==> src/design/dbcs_pkg.sv <==
// Shared types and constants for the double-byte Chinese likelihood scorer.
// No dependencies; every other file in the design refers to this package.
package dbcs_pkg;

  // Queue between the byte classifier and the scoring back end.
  localparam int QUEUE_DEPTH = 2;
  localparam int QPTR_W      = $clog2(QUEUE_DEPTH);
  localparam int QCNT_W      = $clog2(QUEUE_DEPTH + 1);

  // Quotient of chinese*2000/(chinese+other) is always below 2000.
  localparam int QUO_W   = 11;
  localparam int SCORE_W = 11;
  localparam int OUT_W   = 32;
  localparam int STEP_W  = $clog2(QUO_W);

  localparam logic [QUO_W:0] SCORE_OFFSET = 12'd1000;

  // Evidence weights.
  localparam int WEIGHT_W = 4;
  localparam logic [WEIGHT_W-1:0] WEIGHT_NONE  = 4'd0;
  localparam logic [WEIGHT_W-1:0] WEIGHT_LIGHT = 4'd1;
  localparam logic [WEIGHT_W-1:0] WEIGHT_HEAVY = 4'd10;

  // Encoding mode values.
  localparam logic MODE_BIG5 = 1'b0;
  localparam logic MODE_GBK  = 1'b1;

  typedef struct packed {
    logic              full;
    logic              empty;
    logic [QCNT_W-1:0] count;
  } q_stat_t;

endpackage

==> src/design/dbcs_queue.sv <==
// Two-entry first-in first-out queue carrying tally snapshots from the
// classifier to the scoring back end. Depends on dbcs_pkg.
module dbcs_queue #(
  parameter int W = 64
) (
  input  logic             clk_i,
  input  logic             rst_ni,
  input  logic             push_i,
  input  logic [W-1:0]     push_data_i,
  input  logic             pop_i,
  output logic [W-1:0]     pop_data_o,
  output dbcs_pkg::q_stat_t stat_o
);

  logic [W-1:0]                    entry_q [dbcs_pkg::QUEUE_DEPTH];
  logic [dbcs_pkg::QPTR_W-1:0]     wr_ptr_q, wr_ptr_d;
  logic [dbcs_pkg::QPTR_W-1:0]     rd_ptr_q, rd_ptr_d;
  logic [dbcs_pkg::QCNT_W-1:0]     count_q, count_d;
  logic                            do_push, do_pop;

  localparam logic [dbcs_pkg::QPTR_W-1:0] LAST_PTR =
    dbcs_pkg::QPTR_W'(dbcs_pkg::QUEUE_DEPTH - 1);
  localparam logic [dbcs_pkg::QCNT_W-1:0] FULL_CNT =
    dbcs_pkg::QCNT_W'(dbcs_pkg::QUEUE_DEPTH);

  assign stat_o.full  = (count_q == FULL_CNT);
  assign stat_o.empty = (count_q == '0);
  assign stat_o.count = count_q;

  assign do_push = push_i && !stat_o.full;
  assign do_pop  = pop_i && !stat_o.empty;

  assign pop_data_o = entry_q[rd_ptr_q];

  always_comb begin
    wr_ptr_d = wr_ptr_q;
    rd_ptr_d = rd_ptr_q;
    count_d  = count_q;
    if (do_push) begin
      wr_ptr_d = (wr_ptr_q == LAST_PTR) ? '0 : wr_ptr_q + 1'b1;
    end
    if (do_pop) begin
      rd_ptr_d = (rd_ptr_q == LAST_PTR) ? '0 : rd_ptr_q + 1'b1;
    end
    if (do_push && !do_pop) begin
      count_d = count_q + 1'b1;
    end else if (do_pop && !do_push) begin
      count_d = count_q - 1'b1;
    end
  end

  always_ff @(posedge clk_i or negedge rst_ni) begin
    if (!rst_ni) begin
      wr_ptr_q <= '0;
      rd_ptr_q <= '0;
      count_q  <= '0;
    end else begin
      wr_ptr_q <= wr_ptr_d;
      rd_ptr_q <= rd_ptr_d;
      count_q  <= count_d;
    end
  end

  always_ff @(posedge clk_i) begin
    if (do_push) begin
      entry_q[wr_ptr_q] <= push_data_i;
    end
  end

endmodule

==> src/design/dbcs_front.sv <==
// Byte classifier: tracks lead/trail phase, applies the Big5 or GBK range
// rules and keeps the saturating tallies. Depends on dbcs_pkg.
module dbcs_front #(
  parameter int CW = 32
) (
  input  logic            clk_i,
  input  logic            rst_ni,
  input  logic            mode_i,
  input  logic            in_valid_i,
  output logic            in_stall_o,
  input  logic [7:0]      data_byte_i,
  input  logic            last_in_buffer_i,
  input  logic            restart_i,
  input  logic            q_full_i,
  output logic            push_o,
  output logic [2*CW-1:0] push_data_o
);

  localparam logic [1:0] PH_LEAD  = 2'd0;
  localparam logic [1:0] PH_TRAIL = 2'd1;
  localparam logic [1:0] PH_SKIP  = 2'd2;

  logic [1:0]    phase_q, phase_d;
  logic [7:0]    held_q, held_d;
  logic [CW-1:0] chinese_q, chinese_d;
  logic [CW-1:0] other_q, other_d;
  logic [CW-1:0] chinese_base, other_base;
  logic [dbcs_pkg::WEIGHT_W-1:0] inc_chinese, inc_other;
  logic          accept;

  function automatic logic [CW-1:0] sat_add(input logic [CW-1:0] v,
                                            input logic [dbcs_pkg::WEIGHT_W-1:0] k);
    logic [CW:0] sum;
    sum = {1'b0, v} + (CW+1)'(k);
    return sum[CW] ? {CW{1'b1}} : sum[CW-1:0];
  endfunction

  function automatic logic lead_is_bad(input logic mode, input logic [7:0] b);
    if (mode == dbcs_pkg::MODE_GBK) begin
      return (b == 8'h80) || (b == 8'hFF);
    end
    return (b <= 8'hA0) || (b >= 8'hFA);
  endfunction

  assign in_stall_o = q_full_i;
  assign accept     = in_valid_i && !in_stall_o;

  always_comb begin
    chinese_base = restart_i ? CW'(1) : chinese_q;
    other_base   = restart_i ? CW'(1) : other_q;
    phase_d      = phase_q;
    held_d       = held_q;
    inc_chinese  = dbcs_pkg::WEIGHT_NONE;
    inc_other    = dbcs_pkg::WEIGHT_NONE;

    case (phase_q)
      PH_TRAIL: begin
        phase_d = PH_LEAD;
        if (mode_i == dbcs_pkg::MODE_GBK) begin
          if (data_byte_i < 8'h40 || data_byte_i == 8'h7F || data_byte_i == 8'hFF) begin
            inc_other = dbcs_pkg::WEIGHT_HEAVY;
          end else if ((held_q inside {[8'hAA:8'hAF], [8'hF8:8'hFE]} &&
                        data_byte_i >= 8'hA1) ||
                       (held_q inside {[8'hA1:8'hA7]} && data_byte_i <= 8'hA0)) begin
            inc_other = dbcs_pkg::WEIGHT_LIGHT;
          end else begin
            inc_chinese = dbcs_pkg::WEIGHT_LIGHT;
          end
        end else begin
          if (data_byte_i < 8'h40) begin
            inc_other = dbcs_pkg::WEIGHT_HEAVY;
          end else if (held_q inside {[8'hC6:8'hC8]} && data_byte_i >= 8'hA1) begin
            inc_other = dbcs_pkg::WEIGHT_LIGHT;
          end else begin
            inc_chinese = dbcs_pkg::WEIGHT_LIGHT;
          end
        end
      end
      PH_SKIP: begin
        phase_d = PH_LEAD;
      end
      default: begin
        // Expecting a lead byte; the spare phase code behaves the same.
        if (data_byte_i[7]) begin
          if (lead_is_bad(mode_i, data_byte_i)) begin
            inc_other = (mode_i == dbcs_pkg::MODE_GBK) ? dbcs_pkg::WEIGHT_HEAVY
                                                       : dbcs_pkg::WEIGHT_LIGHT;
            phase_d   = PH_SKIP;
          end else begin
            held_d  = data_byte_i;
            phase_d = PH_TRAIL;
          end
        end else begin
          phase_d = PH_LEAD;
        end
      end
    endcase

    if (last_in_buffer_i) begin
      // A lead byte cut off by the buffer end counts heavily against Chinese.
      if (phase_d == PH_TRAIL) begin
        inc_other = dbcs_pkg::WEIGHT_HEAVY;
      end
      phase_d = PH_LEAD;
    end

    chinese_d = sat_add(chinese_base, inc_chinese);
    other_d   = sat_add(other_base, inc_other);
  end

  assign push_o      = accept && last_in_buffer_i;
  assign push_data_o = {chinese_d, other_d};

  always_ff @(posedge clk_i or negedge rst_ni) begin
    if (!rst_ni) begin
      phase_q   <= PH_LEAD;
      held_q    <= '0;
      chinese_q <= CW'(1);
      other_q   <= CW'(1);
    end else if (accept) begin
      phase_q   <= phase_d;
      held_q    <= held_d;
      chinese_q <= chinese_d;
      other_q   <= other_d;
    end
  end

endmodule

==> src/design/dbcs_back.sv <==
// Scoring back end: takes a tally snapshot, forms chinese*2000 and the sum,
// runs an 11-step restoring divider and holds the result. Depends on dbcs_pkg.
module dbcs_back #(
  parameter int CW = 32
) (
  input  logic                        clk_i,
  input  logic                        rst_ni,
  input  logic                        q_empty_i,
  input  logic [2*CW-1:0]             q_data_i,
  output logic                        pop_o,
  output logic                        out_valid_o,
  input  logic                        out_stall_i,
  output logic signed [dbcs_pkg::SCORE_W-1:0] score_o,
  output logic [dbcs_pkg::OUT_W-1:0]  chinese_count_o,
  output logic [dbcs_pkg::OUT_W-1:0]  other_count_o
);

  localparam int NW = CW + dbcs_pkg::QUO_W;
  localparam logic [dbcs_pkg::STEP_W-1:0] LAST_STEP = dbcs_pkg::STEP_W'(dbcs_pkg::QUO_W - 1);

  localparam logic [1:0] BK_IDLE = 2'd0;
  localparam logic [1:0] BK_LOAD = 2'd1;
  localparam logic [1:0] BK_DIV  = 2'd2;
  localparam logic [1:0] BK_DONE = 2'd3;

  logic [1:0]                     state_q, state_d;
  logic [CW-1:0]                  chinese_q, other_q;
  logic [NW-1:0]                  rem_q, dsh_q;
  logic [dbcs_pkg::QUO_W-1:0]     quo_q;
  logic [dbcs_pkg::STEP_W-1:0]    step_q;
  logic [NW:0]                    diff;
  logic [NW-1:0]                  num;
  logic [CW:0]                    den;
  logic [dbcs_pkg::QUO_W:0]       score_wide;
  logic                           out_valid_q;
  logic                           out_free;
  logic                           load_out;

  // 2000 = 2048 - 32 - 16, so the product is three shifted terms.
  assign num  = (NW'(chinese_q) << 11) - (NW'(chinese_q) << 5) - (NW'(chinese_q) << 4);
  assign den  = {1'b0, chinese_q} + {1'b0, other_q};
  assign diff = {1'b0, rem_q} - {1'b0, dsh_q};

  assign out_free = !out_valid_q || !out_stall_i;
  assign load_out = (state_q == BK_DONE) && out_free;
  assign pop_o    = (state_q == BK_IDLE) && !q_empty_i;

  assign score_wide  = {1'b0, quo_q} - dbcs_pkg::SCORE_OFFSET;
  assign out_valid_o = out_valid_q;

  always_comb begin
    state_d = state_q;
    case (state_q)
      BK_IDLE: if (!q_empty_i) state_d = BK_LOAD;
      BK_LOAD: state_d = BK_DIV;
      BK_DIV:  if (step_q == LAST_STEP) state_d = BK_DONE;
      BK_DONE: if (out_free) state_d = BK_IDLE;
      default: state_d = BK_IDLE;
    endcase
  end

  always_ff @(posedge clk_i or negedge rst_ni) begin
    if (!rst_ni) begin
      state_q     <= BK_IDLE;
      out_valid_q <= 1'b0;
      step_q      <= '0;
    end else begin
      state_q <= state_d;
      if (load_out) begin
        out_valid_q <= 1'b1;
      end else if (!out_stall_i) begin
        out_valid_q <= 1'b0;
      end
      if (state_q == BK_DIV) begin
        step_q <= step_q + 1'b1;
      end else begin
        step_q <= '0;
      end
    end
  end

  always_ff @(posedge clk_i) begin
    if (pop_o) begin
      chinese_q <= q_data_i[2*CW-1:CW];
      other_q   <= q_data_i[CW-1:0];
    end
    if (state_q == BK_LOAD) begin
      rem_q <= num;
      dsh_q <= NW'(den) << (dbcs_pkg::QUO_W - 1);
      quo_q <= '0;
    end else if (state_q == BK_DIV) begin
      if (!diff[NW]) begin
        rem_q <= diff[NW-1:0];
        quo_q <= {quo_q[dbcs_pkg::QUO_W-2:0], 1'b1};
      end else begin
        quo_q <= {quo_q[dbcs_pkg::QUO_W-2:0], 1'b0};
      end
      dsh_q <= dsh_q >> 1;
    end
    if (load_out) begin
      score_o         <= $signed(score_wide[dbcs_pkg::SCORE_W-1:0]);
      chinese_count_o <= dbcs_pkg::OUT_W'(chinese_q);
      other_count_o   <= dbcs_pkg::OUT_W'(other_q);
    end
  end

endmodule

==> src/design/dbcs_chinese_likelihood_scorer.sv <==
// Top level of the double-byte Chinese likelihood scorer.
// Depends on dbcs_pkg, dbcs_front, dbcs_queue and dbcs_back.

// The block reads a byte stream split into buffers and scores how likely the
// text is Chinese under Big5 (encoding mode 0) or GBK (mode 1) byte rules. The
// front end takes one byte per cycle, tracks lead and trail bytes and updates
// two saturating tallies that start at one; a restart flag sets both back to
// one before its byte is counted. Only the byte that carries last_in_buffer
// produces a result: score = chinese*2000/(chinese+other) - 1000, together
// with the low 32 bits of both tallies. Each result passes through the back
// end in order: the snapshot is taken from the queue, the operands are formed,
// its restoring divider produces one quotient bit per cycle, and the result
// is handed over to the output register. A
// two-entry queue holds snapshots taken at buffer ends, so the input keeps
// moving at one byte per cycle unless buffer ends arrive faster than the back
// end drains them, in which case the input is stalled while the queue is
// full. A finished result waits in its output register without holding up
// either the divider's next snapshot or the byte stream. The encoding mode
// register should be written only while no transfer is in flight.
module dbcs_chinese_likelihood_scorer #(
  parameter int COUNT_WIDTH = 32
) (
  input  logic        clk_i,
  input  logic        rst_ni,
  input  logic        cfg_we_i,
  input  logic        cfg_data_i,
  input  logic        in_valid_i,
  output logic        in_stall_o,
  input  logic [7:0]  data_byte_i,
  input  logic        last_in_buffer_i,
  input  logic        restart_i,
  output logic        out_valid_o,
  input  logic        out_stall_i,
  output logic signed [10:0] score_o,
  output logic [31:0] chinese_count_o,
  output logic [31:0] other_count_o
);

  logic                       mode_q;
  logic                       q_push, q_pop;
  logic [2*COUNT_WIDTH-1:0]   q_push_data, q_pop_data;
  dbcs_pkg::q_stat_t          q_stat;

  // Encoding mode register: Big5 after reset.
  always_ff @(posedge clk_i or negedge rst_ni) begin
    if (!rst_ni) begin
      mode_q <= dbcs_pkg::MODE_BIG5;
    end else if (cfg_we_i) begin
      mode_q <= cfg_data_i;
    end
  end

  // Front end: classification and tallies, one byte per transfer.
  dbcs_front #(
    .CW (COUNT_WIDTH)
  ) u_front (
    .clk_i            (clk_i),
    .rst_ni           (rst_ni),
    .mode_i           (mode_q),
    .in_valid_i       (in_valid_i),
    .in_stall_o       (in_stall_o),
    .data_byte_i      (data_byte_i),
    .last_in_buffer_i (last_in_buffer_i),
    .restart_i        (restart_i),
    .q_full_i         (q_stat.full),
    .push_o           (q_push),
    .push_data_o      (q_push_data)
  );

  // Snapshot queue: decouples the byte stream from the divider.
  dbcs_queue #(
    .W (2 * COUNT_WIDTH)
  ) u_queue (
    .clk_i       (clk_i),
    .rst_ni      (rst_ni),
    .push_i      (q_push),
    .push_data_i (q_push_data),
    .pop_i       (q_pop),
    .pop_data_o  (q_pop_data),
    .stat_o      (q_stat)
  );

  // Back end: product, sum, division and the output register.
  dbcs_back #(
    .CW (COUNT_WIDTH)
  ) u_back (
    .clk_i           (clk_i),
    .rst_ni          (rst_ni),
    .q_empty_i       (q_stat.empty),
    .q_data_i        (q_pop_data),
    .pop_o           (q_pop),
    .out_valid_o     (out_valid_o),
    .out_stall_i     (out_stall_i),
    .score_o         (score_o),
    .chinese_count_o (chinese_count_o),
    .other_count_o   (other_count_o)
  );

  // A snapshot must never be pushed into a full queue, or a result is lost.
  assert property (@(posedge clk_i) disable iff (!rst_ni)
    q_push |-> !q_stat.full)
    else $error("snapshot pushed into a full queue");

  // The fill count never passes the queue depth.
  assert property (@(posedge clk_i) disable iff (!rst_ni)
    q_stat.count <= dbcs_pkg::QCNT_W'(dbcs_pkg::QUEUE_DEPTH))
    else $error("queue fill count out of range");

  // Any delivered score lies within the criterion's range.
  assert property (@(posedge clk_i) disable iff (!rst_ni)
    out_valid_o |-> (score_o >= -11'sd1000 && score_o <= 11'sd999))
    else $error("score out of range");

endmodule

==> config.mk <==
export PLATFORM = sky130hd
export DESIGN_NAME = dbcs_chinese_likelihood_scorer
export DESIGN_NICKNAME = d
export VERILOG_FILES = /design/src/design/dbcs_pkg.sv /design/src/design/dbcs_queue.sv /design/src/design/dbcs_front.sv /design/src/design/dbcs_back.sv /design/src/design/dbcs_chinese_likelihood_scorer.sv
export SDC_FILE = /design/constraint.sdc
export NUM_CORES = 1
export LEC_CHECK = 0
export CORE_MARGIN = 1
export CORE_UTILIZATION = 59
export CTS_CLUSTER_DIAMETER = 150
export DETAILED_ROUTE_END_ITERATION = 10
export DONT_BUFFER_PORTS = 1
export MAX_ROUTING_LAYER = met4
export PLACE_DENSITY = 0.88
export SYNTH_ARGS = -nofsm -noshare
export SYNTH_HDL_FRONTEND = slang
export SYNTH_HIERARCHICAL = 1
export SYNTH_SLANG_ARGS = --single-unit
==> constraint.sdc <==
create_clock -name clk_i -period 6.88 [get_ports clk_i]
set_clock_uncertainty 0.1 [all_clocks]
set_input_delay 0.688 -clock clk_i [delete_from_list [all_inputs] [get_ports clk_i]]
set_output_delay 0.688 -clock clk_i [all_outputs]
set_load 0.01 [all_outputs]
Word-level counts from Yosys, hierarchy flattened
Memory sizes are Yosys's and may differ from the RTL's. A register that Yosys moved wholly into a read port is not among the register bits.
Cells that the tools add are included.
- bits in registers: 258
- latch bits: 0
- memory bits (writable): 128
- bits in read-only memories: 0
- input port bits: 16
- output and inout bits: 77
- word-level logic and storage cells: 148
- memories kept: 1
- memories (memory ; words ; width ; read ports ; clocked after memory_dff ; write ports ; line ; source):
    u_queue.entry_q ; 2 ; 64 ; 1 ; 1 ; 1 ; dbcs_queue.sv:15 ; logic [W-1:0] entry_q [dbcs_pkg::QUEUE_DEPTH];
- add/subtract/negate cells: 12
- $mul: 0
- div/mod/pow operators: 0
- magnitude comparators: 12
- equality and inequality tests: 16
- shift operators: 0
- mux-type cells: 51
- bitwise operators: 2
- reduce and logical (&&, ||, !) cells: 36
- operator list (operator ; count):
    2-to-1 mux 43 bit ; 5
    2-to-1 mux 32 bit ; 4
    adder 32 x 4 -> 33 bit ; 2
    2-to-1 mux 4 bit ; 13
    greater-or-equal comparator 8 bit (second input constant) ; 6
    subtractor 43 x 43 -> 44 bit ; 1
    subtractor 43 x 36 -> 43 bit ; 1
    subtractor 43 x 37 -> 43 bit ; 1
    <= comparator 8 bit (second input constant) ; 5
    adder 32 x 32 -> 33 bit ; 1
    2-to-1 mux 1 bit ; 18
    2-to-1 mux 2 bit ; 9
    == test 8 bit (second input constant) ; 2
    logical AND 1 bit ; 15
    subtractor 11 x 10 -> 11 bit (second input constant) ; 1
    == test 2 bit (second input constant) ; 4
    == test 8 x 7 -> 1 bit (second input constant) ; 1
    < comparator 8 x 7 -> 1 bit (second input constant) ; 1
    case mux 2 bit (4 select lines) ; 1
    case mux 4 bit (2 select lines) ; 1
    == test 2 x 1 -> 1 bit (second input constant) ; 3
    logical NOT 1 bit ; 6
    logical OR 1 bit ; 6
    != test 2 x 1 -> 1 bit (second input constant) ; 3
    other kinds (13) ; 19

Depth between registers and ports, before layout
- depth in word-level cells: 14
- mapped depth: 16
- mapped depth without buffers: 15

By module
The synthesis kept the hierarchy.
- by module, submodules not included (module ; times used ; cells each ; area an instance (um^2) ; seq. area each (um^2)):
    dbcs_back ; 1 ; 1507 ; 15542.4 ; 7051.8
    dbcs_front ; 1 ; 743 ; 5859.4 ; 1854.3
    dbcs_queue ; 1 ; 218 ; 5021.1 ; 3943.8
    dbcs_chinese_likelihood_scorer ; 1 ; 2 ; 40.0 ; 25.0

Least setup slack after synthesis
No wires, ideal clock.
- path type: in2reg
- from: input out_stall_i
- to: register u_back/chinese_count_o[0] (netlist bit) (enable)
- setup time: 0.622 ns
- arrival: 6.145 ns
- data required time: 6.158 ns
- path slack: 0.013 ns
- cell stages on the path: 1
- buffers on the path: 0
- cell sequence: a21boi_0
- word-level cells in the longest chain between the ends: 3
- ends and longest elaborated chain (element ; line ; source):
    start: declaration ; dbcs_chinese_likelihood_scorer.sv:33 ; input logic out_stall_i,
    logical NOT 1 bit ; dbcs_back.sv:44 ; assign out_free = !out_valid_q || !out_stall_i;
    logical OR 1 bit ; dbcs_back.sv:44 ;
    logical AND 1 bit ; dbcs_back.sv:45 ; assign load_out = (state_q == BK_DONE) && out_free;
    end signal: assignment ; dbcs_back.sv:102 ; chinese_count_o <= dbcs_pkg::OUT_W'(chinese_q);
    end: declaration ; dbcs_back.sv:14 ; output logic [dbcs_pkg::OUT_W-1:0] chinese_count_o,
Every way passes these cells.
A chain may end at the register's enable or synchronous reset.

Worst setup path in the final report
- from: register u_front.held_q[1]
- to: register u_front.other_q[11]
- word-level cells in the longest chain between the ends: 13
- elaborated cells on any way between the ends: 27
- classes of those cells: 1 x add/sub; 8 x order compare; 9 x mux; 9 x reduce/logical
- ends and longest elaborated chain (element ; line ; source):
    start: declaration ; dbcs_front.sv:24 ; logic [7:0] held_q, held_d;
    start signal: assignment ; dbcs_front.sv:122 ; held_q <= held_d;
    greater-or-equal comparator 8 bit / <= comparator 8 bit (equally long branches) ; dbcs_front.sv:62 ; end else if ((held_q inside {[8'hAA:8'hAF], [8'hF8:8'hFE]} &&
    logical AND 1 bit ; dbcs_front.sv:62 ;
    nonzero test 2 bit ; dbcs_front.sv:62 ;
    logical AND 1 bit ; dbcs_front.sv:62 ;
    logical OR 1 bit ; dbcs_front.sv:63 ; data_byte_i >= 8'hA1) ||
    2-to-1 mux 1 bit ; dbcs_front.sv:62 ;
    2-to-1 mux 4 bit ; dbcs_front.sv:60 ; if (data_byte_i < 8'h40 || data_byte_i == 8'h7F || data_byte_i == 8'hFF) begin
    2-to-1 mux 4 bit (*) ; dbcs_front.sv:59 ; if (mode_i == dbcs_pkg::MODE_GBK) begin
    case mux 4 bit (2 select lines) (*) ; dbcs_front.sv:56 ; case (phase_q)
    2-to-1 mux 4 bit ; dbcs_front.sv:101 ; if (phase_d == PH_TRAIL) begin
    2-to-1 mux 4 bit (*) ; dbcs_front.sv:99 ; if (last_in_buffer_i) begin
    adder 32 x 4 -> 33 bit (*) ; dbcs_front.sv:34 ; sum = {1'b0, v} + (CW+1)'(k);
    2-to-1 mux 32 bit (*) ; dbcs_front.sv:35 ; return sum[CW] ? {CW{1'b1}} : sum[CW-1:0];
    end signal: assignment ; dbcs_front.sv:124 ; other_q <= other_d;
    end: declaration ; dbcs_front.sv:26 ; logic [CW-1:0] other_q, other_d;
Every way passes the cells marked *; elsewhere a longest branch is shown, timed or not.

==> impl_metrics.toml <==
[outcome]
status = "complete, no violations"

[critical_path]
worstPathArrival_ns = 4.83
crit_start = "u_front/held_q[1]"
startpoint_type = "flip-flop"
reg2reg_from = "u_front/held_q[1]"
critical_path_class = "reg2reg"
end_kind = "flip-flop"
critPathMaxFanout = 39
required_ns = 7.29

[die]
die_h_microns = 214
initial_utilization_pct = 59.8
die_area_sq_um = 45700
ios = 93
rows = 77
fp.coreArea_sq_um = 44200
die_w_microns = 214

[placed_design]
io_buffers = 0
gp_congestion = 0.935
dp_slack_ns = 2.16
hpwl_microns = 42400
dpl.cell_count = 2967

[synth]
synth_area_leaders = "edfxtp_1, dfrtp_1, ha_1"
synth_cells = 2470
mappedNetlistArea_sq_um = 26500
ys_seq_area_share_pct = 48.7
yosysUniqueCellTypes = 100
synth_top_area_share_pct = 38.9
ys_ff_latch = 450
yosysMostFrequentCell = "edfxtp_1"
synthTopCellsByCount = "edfxtp_1, nand2_1, nor2_1"
ys_warn_count = 6
synth_top_area_cell = "edfxtp_1"
syn_avg_cell_area_sq_um = 10.7
synth_edf_count = 343
synth_nets = 2652
synth-async-reset-ratio_pct = 19.1
synth_flop_cell = "edfxtp_1"

[routing]
vias = 19072
wirelength_microns = 60400
drtPass1Iterations = 5
drcViolationCount = 0
drt_iter0_markers = 1618
routedWlPerCell_microns = 19.7
routed_via_density = 6.24
ant_nets = 0

[timing]
setup_violations = 0
timing.setup.tns_ns = 0
fmax_mhz = 226
slew_viol_final = 0
worstMarginPinSlew_ns = 1.17
period_share_pct = 64.3
hold_viol = 0
max-slew-margin-rel_pct = 21.9
layout_setup_ws_ns = 2.46
finalCriticalPeriod_ns = 4.42
rsz0062_at_grt = "no"
holdWs_ns = 0.106

[global_routing]
grtUsageTotal_pct = 27.4
first_global_vias = 18668
grt_pass1_wl_microns = 95700
grt_max_degree = 108
antenna_found_initial = 1
overflow = 0

[layout]
diodes = 0
drive_gt1_share_pct = 9.05
fin_cells = 3057
syn_to_final_growth_pct = 7.68
fin_nets = 2608

[clock_network]
cts_max_path_buffers = 3
numCtsBuffers = 47
root_buffer = "clkbuf_16"
clock_sinks = 450
clk_pin_slew_ns = 0.06
cts_tree = "done"
clock_latency_ns = 0.60
htree_levels = 2

[run]
drv_cap = 0

[worst_hold_path]
hold_class = "in2reg"
min_from = "last_in_buffer_i"
## what timing repair did
item,in CTS,in global routing
buffers inserted,0,0
endpoints found under the hold margin,86,0
gates resized for setup,0,0
hold buffers,2,0
## cell type report
cell class / instances / area (sq um)
multi-input combinational: 1792 / 12700
clock inverter: 30 / 344
inverter: 121 / 454
fill: 3262 / 15700
clock buffer: 58 / 1230
tap: 592 / 741
timing repair buffer: 14 / 128
sequential: 450 / 12900
## layout by cell type, fill, tap and decap left out, types with 16 or more instances in the layout
cell and n:
xor2_1 66, nand2b_1 20, nand3_1 63, fa_1 28, clkbuf_16 47, nand4_1 40
mux2_4 51, o211ai_1 33, nor3_1 48, a21o_1 68, mux2_2 27, and3_1 16
ha_1 136, nor2b_1 31, nor2_1 181, nand2_1 264, edfxtp_1 343, a31oi_1 26
a211o_1 17, o21ai_0 143, a21oi_1 160, inv_1 119, dfrtp_1 83, dfxtp_1 21
xnor2_1 82, mux2i_1 48
## layer usage
metal | GRT usage (%) | vias to the layer above | wire, microns
met5 | - | - | 0
met4 | 10.9 | 0 | 2100
met3 | 3.56 | 157 | 3710
met2 | 46.2 | 737 | 29700
met1 | 33.6 | 9206 | 24800
li1 | - | 8972 | -
## worst paths after layout
check	to	slack, ns	cells after the start
min reg2reg	u_back/score_o[2]	0.38	0
min in group asynchronous	u_front/other_q[31]	0.55	2
max reg2reg	u_front/other_q[11]	2.46	15
max	u_front/other_q[11]	2.46	15
max in group asynchronous	u_queue/rd_ptr_q	5.70	2
min	u_front/phase_q[1]	0.11	1
## per-stage QoR
| step | cell area [sq um] | utilization (%) |
|---|---|---|
| 2_1_floorplan | 26500 | - |
| 3_3_place_gp | 26900 | 60.8 |
| 3_5_place_dp | 26900 | 60.8 |
| 4_1_cts | 28500 | 64.4 |
| 5_1_grt | 28500 | 64.4 |
| 6_report | 28500 | 64.4 |
## flip-flops by register name, indices dropped and copies added (netlist names)
name / cells
u_back/quo_q: 11
u_front/chinese_q: 32
u_back/chinese_count_o: 32
mode_q: 1
u_back/chinese_q: 32
u_back/dsh_q: 43
u_front/other_q: 32
u_queue/entry_q: 128
u_back/other_count_o: 32
u_back/step_q: 4
u_back/state_q: 2
u_front/phase_q: 2
u_back/other_q: 32
u_back/out_valid_o: 1
u_back/score_o: 11
u_queue/count_q: 2
u_queue/rd_ptr_q: 1
u_queue/wr_ptr_q: 1
u_front/held_q: 8
u_back/rem_q: 43
## logic make-up (layout without fill, tap and decap cells)
| group | after synthesis | after routing | synth area share [%] |
|---|---|---|---|
| muxes | 126 | 126 | 5.86 |
| and+or+nand+nor | 764 | 764 | 14.1 |
| AOI/OAI and AO/OA | 588 | 588 | 14.3 |
| DFF | 450 | 450 | 48.7 |
| xor gates and xnor gates | 148 | 148 | 4.90 |
| adders and majority gates | 166 | 166 | 8.64 |
| buffers and inverters | 228 | 223 | 3.53 |
## critical path, cell delays in order, from the launching register on
cell,delay (ns)
dfrtp_1,0.41
or3_1,0.41
mux2i_1,0.24
nand3_1,0.12
o22ai_1,0.16
o22a_1,0.16
ha_1,0.16
inv_1,0.05
fa_1,0.43
and4bb_2,0.35
o21a_1,0.28
nand3_2,0.19
or3_1,0.40
buf_4,0.26
nand2b_1,0.40
o211ai_1,0.21
Power is left out: the tool's default activity adds up to more than one toggle a clock period on the data nets, which glitch-free logic cannot reach.
